$ cat config.mk
export PLATFORM = sky130hd
export DESIGN_NAME = lsvm_div
export DESIGN_NICKNAME = d
export VERILOG_FILES = /design/src/sv/lsvm_pkg.sv /design/src/sv/lsvm_div.sv
export SDC_FILE = /design/constraint.sdc
export NUM_CORES = 1
export LEC_CHECK = 0
export BUFFER_PORTS_ARGS = -buffer_cell sky130_fd_sc_hd__buf_2
export CAP_MARGIN = 20
export CORE_ASPECT_RATIO = 1.75
export CORE_MARGIN = 8
export CORE_UTILIZATION = 62
export CTS_CLUSTER_DIAMETER = 40
export DETAILED_ROUTE_END_ITERATION = 16
export PLACE_DENSITY = 0.92
export SETUP_SLACK_MARGIN = 0.5
export SLEW_MARGIN = 20
export SYNTH_ARGS = -nofsm -noshare
export SYNTH_HDL_FRONTEND = slang
export SYNTH_SLANG_ARGS = --single-unit
export TNS_END_PERCENT = 50
$ cat constraint.sdc
create_clock -name clk -period 8.4 [get_ports clk]
set_input_delay 0.84 -clock clk [delete_from_list [all_inputs] [get_ports clk]]
set_output_delay 0.84 -clock clk [all_outputs]
set_load 0.1 [all_outputs]
$ cat src/sv/lsvm_pkg.sv
`timescale 1ns / 1ps
package lsvm_pkg;

  localparam int DATA_W     = 32;
  localparam int SUM_W      = 40;
  localparam int ACC_W      = 64;
  localparam int FRAC_W     = 16;
  localparam int ITER_W     = 32;
  localparam int MUL_W      = 33;
  localparam int BS_W       = 9;
  localparam int FC_W       = 7;
  localparam int CFG_IDX_W  = 2;
  localparam int CFG_DATA_W = 32;
  localparam int DIV_NUM_W  = SUM_W + FRAC_W;
  localparam int DIV_DEN_W  = 64;

  localparam int MAX_FEATURES_DEF = 64;
  localparam int MAX_BATCH_DEF    = 256;

  localparam logic [CFG_DATA_W-1:0] LAMBDA_RESET = 32'd655;
  localparam logic [BS_W-1:0]       BATCH_RESET  = 9'd1;
  localparam logic [FC_W-1:0]       FCOUNT_RESET = 7'd64;

  localparam logic [1:0] OP_TRAIN   = 2'd0;
  localparam logic [1:0] OP_PREDICT = 2'd1;
  localparam logic [1:0] OP_CLEAR   = 2'd2;
  localparam logic [1:0] OP_NONE    = 2'd3;

  localparam logic [CFG_IDX_W-1:0] CFG_LAMBDA = 2'd0;
  localparam logic [CFG_IDX_W-1:0] CFG_BATCH  = 2'd1;
  localparam logic [CFG_IDX_W-1:0] CFG_FCOUNT = 2'd2;

  typedef struct packed {
    logic                 start;
    logic [DIV_NUM_W-1:0] num;
    logic [DIV_DEN_W-1:0] den;
  } div_req_t;

  typedef struct packed {
    logic                 done;
    logic [DIV_NUM_W-1:0] quo;
  } div_rsp_t;

endpackage

$ cat src/sv/lsvm_div.sv
`timescale 1ns / 1ps
module lsvm_div (
  input  logic                clk,
  input  logic                rst_n,
  input  lsvm_pkg::div_req_t  req,
  output lsvm_pkg::div_rsp_t  rsp
);

  localparam int NW = lsvm_pkg::DIV_NUM_W;
  localparam int DW = lsvm_pkg::DIV_DEN_W;
  localparam int CW = $clog2(NW + 1);

  logic          busy_r;
  logic          done_r;
  logic [CW-1:0] cnt_r;
  logic [DW-1:0] rem_r;
  logic [DW-1:0] den_r;
  logic [NW-1:0] quo_r;
  logic [DW:0]   rem_sh;
  logic [DW+1:0] diff;
  logic          take;

  // Restoring division, one quotient bit per cycle.
  assign rem_sh = {rem_r, quo_r[NW-1]};
  assign diff   = {1'b0, rem_sh} - {2'b00, den_r};
  assign take   = req.start && !busy_r;

  always_ff @(posedge clk) begin
    if (!rst_n) begin
      busy_r <= 1'b0;
      done_r <= 1'b0;
      cnt_r  <= '0;
    end else begin
      done_r <= 1'b0;
      if (take) begin
        busy_r <= 1'b1;
        cnt_r  <= CW'(NW);
      end else if (busy_r) begin
        cnt_r <= cnt_r - 1'b1;
        if (cnt_r == CW'(1)) begin
          busy_r <= 1'b0;
          done_r <= 1'b1;
        end
      end
    end
  end

  always_ff @(posedge clk) begin
    if (take) begin
      rem_r <= '0;
      quo_r <= req.num;
      den_r <= req.den;
    end else if (busy_r) begin
      if (!diff[DW+1]) begin
        rem_r <= diff[DW-1:0];
      end else begin
        rem_r <= rem_sh[DW-1:0];
      end
      quo_r <= {quo_r[NW-2:0], !diff[DW+1]};
    end
  end

  assign rsp.done = done_r;
  assign rsp.quo  = quo_r;

endmodule

==> results.py <==
metrics = {
    "status": {
        "status": "finished clean",
    },
    "clock_network": {
        "ctsLongestPathBuffers": 2,
        "ctsHtreeMaxLevel": 4,
        "clkSlewWorstSetupHoldPaths_ps": 70,
        "cts_setup_buffers": 0,
        "quantity_of_hold_fixing_buffers_added_after_cts": 0,
        "cts_root_buffer": "sky130_fd_sc_hd__clkbuf_16",
        "numCtsBuffers": 17,
        "cts_repair_resize_count": 0,
        "cts_tree": "built",
        "cts_num_sinks": 192,
        "clock_latency_ps": 450,
    },
    "place": {
        "dp.final_hpwl_um": 23200,
        "placement.io_buffers": 179,
        "gp_routability_congestion": 0.984,
        "dp_slack_ps": 4560,
    },
    "drt": {
        "drcViolationCount": 0,
        "dr.first_iter.drc_count": 711,
        "drtAntennaViolNets": 0,
        "drt-total-wl_um": 31300,
        "number_of_optimization_iterations_in_the_first_detailed_route_pass": 5,
        "wl_per_cell_um": 20.2,
        "vias_per_cell": 6.21,
        "detailroute.via_count": 9617,
    },
    "yosys": {
        "synth_fp_nets": 1350,
        "mappedNetlistArea_um2": 11500,
        "synth_top_flop_cell": "sky130_fd_sc_hd__edfxtp_1",
        "synthArstFlopShare_pct": 0,
        "postSynthCellCount": 1160,
        "synth_edf_count": 120,
        "seq_area_frac_synth_pct": 44.0,
        "avgSynthCellArea_um2": 9.89,
        "ys_ff_latch": 192,
        "synth-warning-count": 0,
        "synth.lib_cells_used.distinct": 73,
    },
    "floorplan": {
        "rows": 66,
        "initial_core_util_pct": 62.6,
        "dieArea_um2": 23300,
        "floorplan.core_area_um2": 18300,
        "die_w_um": 119,
        "design.portCount": 180,
        "dieHeight_um": 196,
    },
    "power": {
        "vdd_drop_max_v": 0.000211,
        "static_leakage_nw": 5.53,
        "powerDensity_nw_per_um2": 351,
    },
    "worst_setup_path": {
        "worstSetupStartpointType": "flop",
        "worst_path_max_delay_cell": "sky130_fd_sc_hd__and2_1",
        "timing_worst_setup_path_type": "reg -> reg",
        "endpoint_kind": "flop",
        "crit_path_cell_trace": "inv_1 > ha_1 > a21oi_1 > o21ai_0 > a211oi_1 > o221ai_1 > nor3_1 > o211ai_2 > nand3_1 > and2_1 > o21ai_0 > a22o_1",
        "critical_path_required_ps": 8730,
        "cp.arrival_ps": 4380,
        "critical_path.most_common_cell": "sky130_fd_sc_hd__o21ai_0",
        "cp_slowest_stage_delay_ps": 910,
        "crit_fanout": 24,
    },
    "sta": {
        "final_period_minus_worst_setup_slack_ps": 4050,
        "final_setup_skew_ps": 13.6,
        "finalSetupTns_ps": 0,
        "timing.final.setup_violations": 0,
        "fmax_mhz": 247,
        "postLayoutSetupSlackWorst_ps": 4350,
        "number_of_pins_with_negative_max_slew_slack_in_the_final_report": 0,
        "min_period_over_period_pct": 48.2,
        "rsz0062_at_grt": "no",
        "slew_at_the_pin_closest_to_its_max_slew_limit_ps": 1060,
        "max_slew_margin_pct": 29.4,
        "finalHoldViolCount": 0,
    },
    "worst_hold_path": {
        "worst_min_delay_path_category": "reg -> reg",
    },
    "global_routing": {
        "grt_max_degree": 71,
        "combined_global_route_utilization_of_all_metal_layers_pct": 26.6,
        "grt_first_pass_wirelength_um": 49700,
        "initial_antenna_violation_count": 0,
        "grt_remaining_overflow": 0,
        "first_global_vias": 10400,
    },
    "finish": {
        "antenna_fix_cells": 0,
        "area_growth_syn_to_layout_pct": 13.3,
        "end_of_flow_core_utilization_pct": 70.9,
        "drive_gt1_share_pct": 21.7,
        "final_net_count": 1487,
    },
    "job": {
        "max-cap-violations": 0,
    },
}
## area by class of cell
cell class                      instances  area [um^2]
Sequential cell                       192         5040
Tap cell                              238          298
Multi-Input combinational cell        814         5790
Timing Repair Buffer                  184          933
Clock inverter                         11          161
Inverter                               88          332
Fill cell                            1423         5340
Clock buffer                           21          440
## flip-flops by register name, indices dropped and copies added (netlist names)
name    flops
den_r      64
quo_r      56
done_r      1
rem_r      64
busy_r      1
cnt_r       6
## layer usage
metal  track usage [%]  part of all wire (%)
met1              24.7                    34
met2              48.4                    52
met3              7.97                   7.3
met4              18.7                   6.2
met5                 0                     0
## placed cells by master, fill, tap and decap left out, types with 10 or more instances in the layout
cell type,count
sky130_fd_sc_hd__a31oi_1,18
sky130_fd_sc_hd__clkbuf_16,17
sky130_fd_sc_hd__o21bai_1,16
sky130_fd_sc_hd__edfxtp_1,120
sky130_fd_sc_hd__nor3_1,12
sky130_fd_sc_hd__dfxtp_1,72
sky130_fd_sc_hd__inv_1,86
sky130_fd_sc_hd__xor2_1,20
sky130_fd_sc_hd__a211oi_1,15
sky130_fd_sc_hd__nand2_1,115
sky130_fd_sc_hd__a32oi_1,11
sky130_fd_sc_hd__a21o_1,32
sky130_fd_sc_hd__nor2_1,41
sky130_fd_sc_hd__and3_1,10
sky130_fd_sc_hd__a21oi_1,93
sky130_fd_sc_hd__o21ai_0,67
sky130_fd_sc_hd__o21ai_1,12
sky130_fd_sc_hd__buf_2,179
sky130_fd_sc_hd__ha_1,66
sky130_fd_sc_hd__mux2i_1,44
sky130_fd_sc_hd__nand4_1,26
sky130_fd_sc_hd__mux2_2,56
sky130_fd_sc_hd__xnor2_1,40
sky130_fd_sc_hd__nand3_1,14
## worst max-delay path, delay by kind of cell (launching register included)
kind / cells / cell delay (ps)
compound gates: 7 / 1590
fa+ha+maj: 1 / 390
buf+inv: 1 / 40
flops: 1 / 330
simple gates: 3 / 1550
## power breakdown
group          total, mW  internal (mW)  switching (mW)
registers           1.37           1.22           0.151
logic               2.34          0.841            1.50
clock network      0.855          0.497           0.357
## stage by stage
step | hold WS (ps) | std cells | total power, mW | instance area, um^2
6_report | 473 | 1548 | 4.56 | 13000
5_1_grt | 489 | 1548 | 4.80 | 13000
4_1_cts | 473 | 1548 | 4.53 | 13000
3_5_place_dp | 464 | 1516 | 3.66 | 12400
3_3_place_gp | 452 | 1516 | 3.60 | 12400
2_1_floorplan | 435 | 1160 | 3.21 | 11500
## worst paths after layout
check | from | to | slack, ps | depth (start not counted)
max | den_r[56]$_DFFE_PP_ | rem_r[0]$_SDFFE_PP0P_ | 4350 | 12
min reg2reg | rem_r[30]$_SDFFE_PP0P_ | rem_r[30]$_SDFFE_PP0P_ | 470 | 2
min | rem_r[30]$_SDFFE_PP0P_ | rem_r[30]$_SDFFE_PP0P_ | 470 | 2
max reg2reg | den_r[56]$_DFFE_PP_ | rem_r[0]$_SDFFE_PP0P_ | 4350 | 12
## cell usage after synthesis (2+ instances only)
master,instances,area share [%]
sky130_fd_sc_hd__nand3_1,14,0.61
sky130_fd_sc_hd__nand4_1,26,1.4
sky130_fd_sc_hd__a21boi_0,4,0.26
sky130_fd_sc_hd__a31oi_1,18,0.98
sky130_fd_sc_hd__nor4_1,4,0.22
sky130_fd_sc_hd__nand2_1,115,3.8
sky130_fd_sc_hd__o211ai_1,6,0.39
sky130_fd_sc_hd__or3_1,3,0.16
sky130_fd_sc_hd__o22ai_1,6,0.33
sky130_fd_sc_hd__a21o_1,32,2.1
sky130_fd_sc_hd__o21ai_1,12,0.52
sky130_fd_sc_hd__or4_1,2,0.13
sky130_fd_sc_hd__nand3b_1,2,0.13
sky130_fd_sc_hd__dfxtp_1,72,13
sky130_fd_sc_hd__a31o_2,2,0.15
sky130_fd_sc_hd__a32oi_1,11,0.84
sky130_fd_sc_hd__clkbuf_2,3,0.13
sky130_fd_sc_hd__mux2_2,56,5.5
sky130_fd_sc_hd__and2_1,4,0.22
sky130_fd_sc_hd__edfxtp_1,120,31
sky130_fd_sc_hd__a211oi_1,15,0.98
sky130_fd_sc_hd__nand2b_1,7,0.38
sky130_fd_sc_hd__buf_2,15,0.65
sky130_fd_sc_hd__clkbuf_1,38,1.2
sky130_fd_sc_hd__o21a_1,8,0.52
sky130_fd_sc_hd__a21oi_1,93,4.1
sky130_fd_sc_hd__ha_1,66,7.2
sky130_fd_sc_hd__o31ai_1,8,0.52
sky130_fd_sc_hd__nor2_1,43,1.4
sky130_fd_sc_hd__o2111ai_1,3,0.23
sky130_fd_sc_hd__o21ai_0,67,2.9
sky130_fd_sc_hd__buf_6,6,0.59
sky130_fd_sc_hd__buf_4,3,0.20
sky130_fd_sc_hd__a211o_1,4,0.31
sky130_fd_sc_hd__and3_1,10,0.55
sky130_fd_sc_hd__nor3_1,12,0.52
sky130_fd_sc_hd__a22o_1,2,0.15
sky130_fd_sc_hd__nor2b_1,7,0.38
sky130_fd_sc_hd__a311oi_2,2,0.26
sky130_fd_sc_hd__xor2_1,20,1.5
sky130_fd_sc_hd__o21bai_1,16,1.0
sky130_fd_sc_hd__inv_1,88,2.9
sky130_fd_sc_hd__a221oi_1,3,0.23
sky130_fd_sc_hd__mux2i_1,44,3.8
sky130_fd_sc_hd__xnor2_1,40,3.1
## kinds of logic (layout without fill, tap and decap cells)
| family | count (synthesis) | count (layout) | share of synthesized area (%) |
|---|---|---|---|
| compound gates | 329 | 329 | 18.4 |
| simple gates | 258 | 258 | 10.6 |
| flops | 192 | 192 | 44.0 |
| buf+inv | 154 | 304 | 5.72 |
| mux | 100 | 100 | 9.33 |
| fa+ha+maj | 67 | 67 | 7.37 |
| xor+xnor | 60 | 60 | 4.58 |
Note: power is estimated with default switching activity, not from simulation.
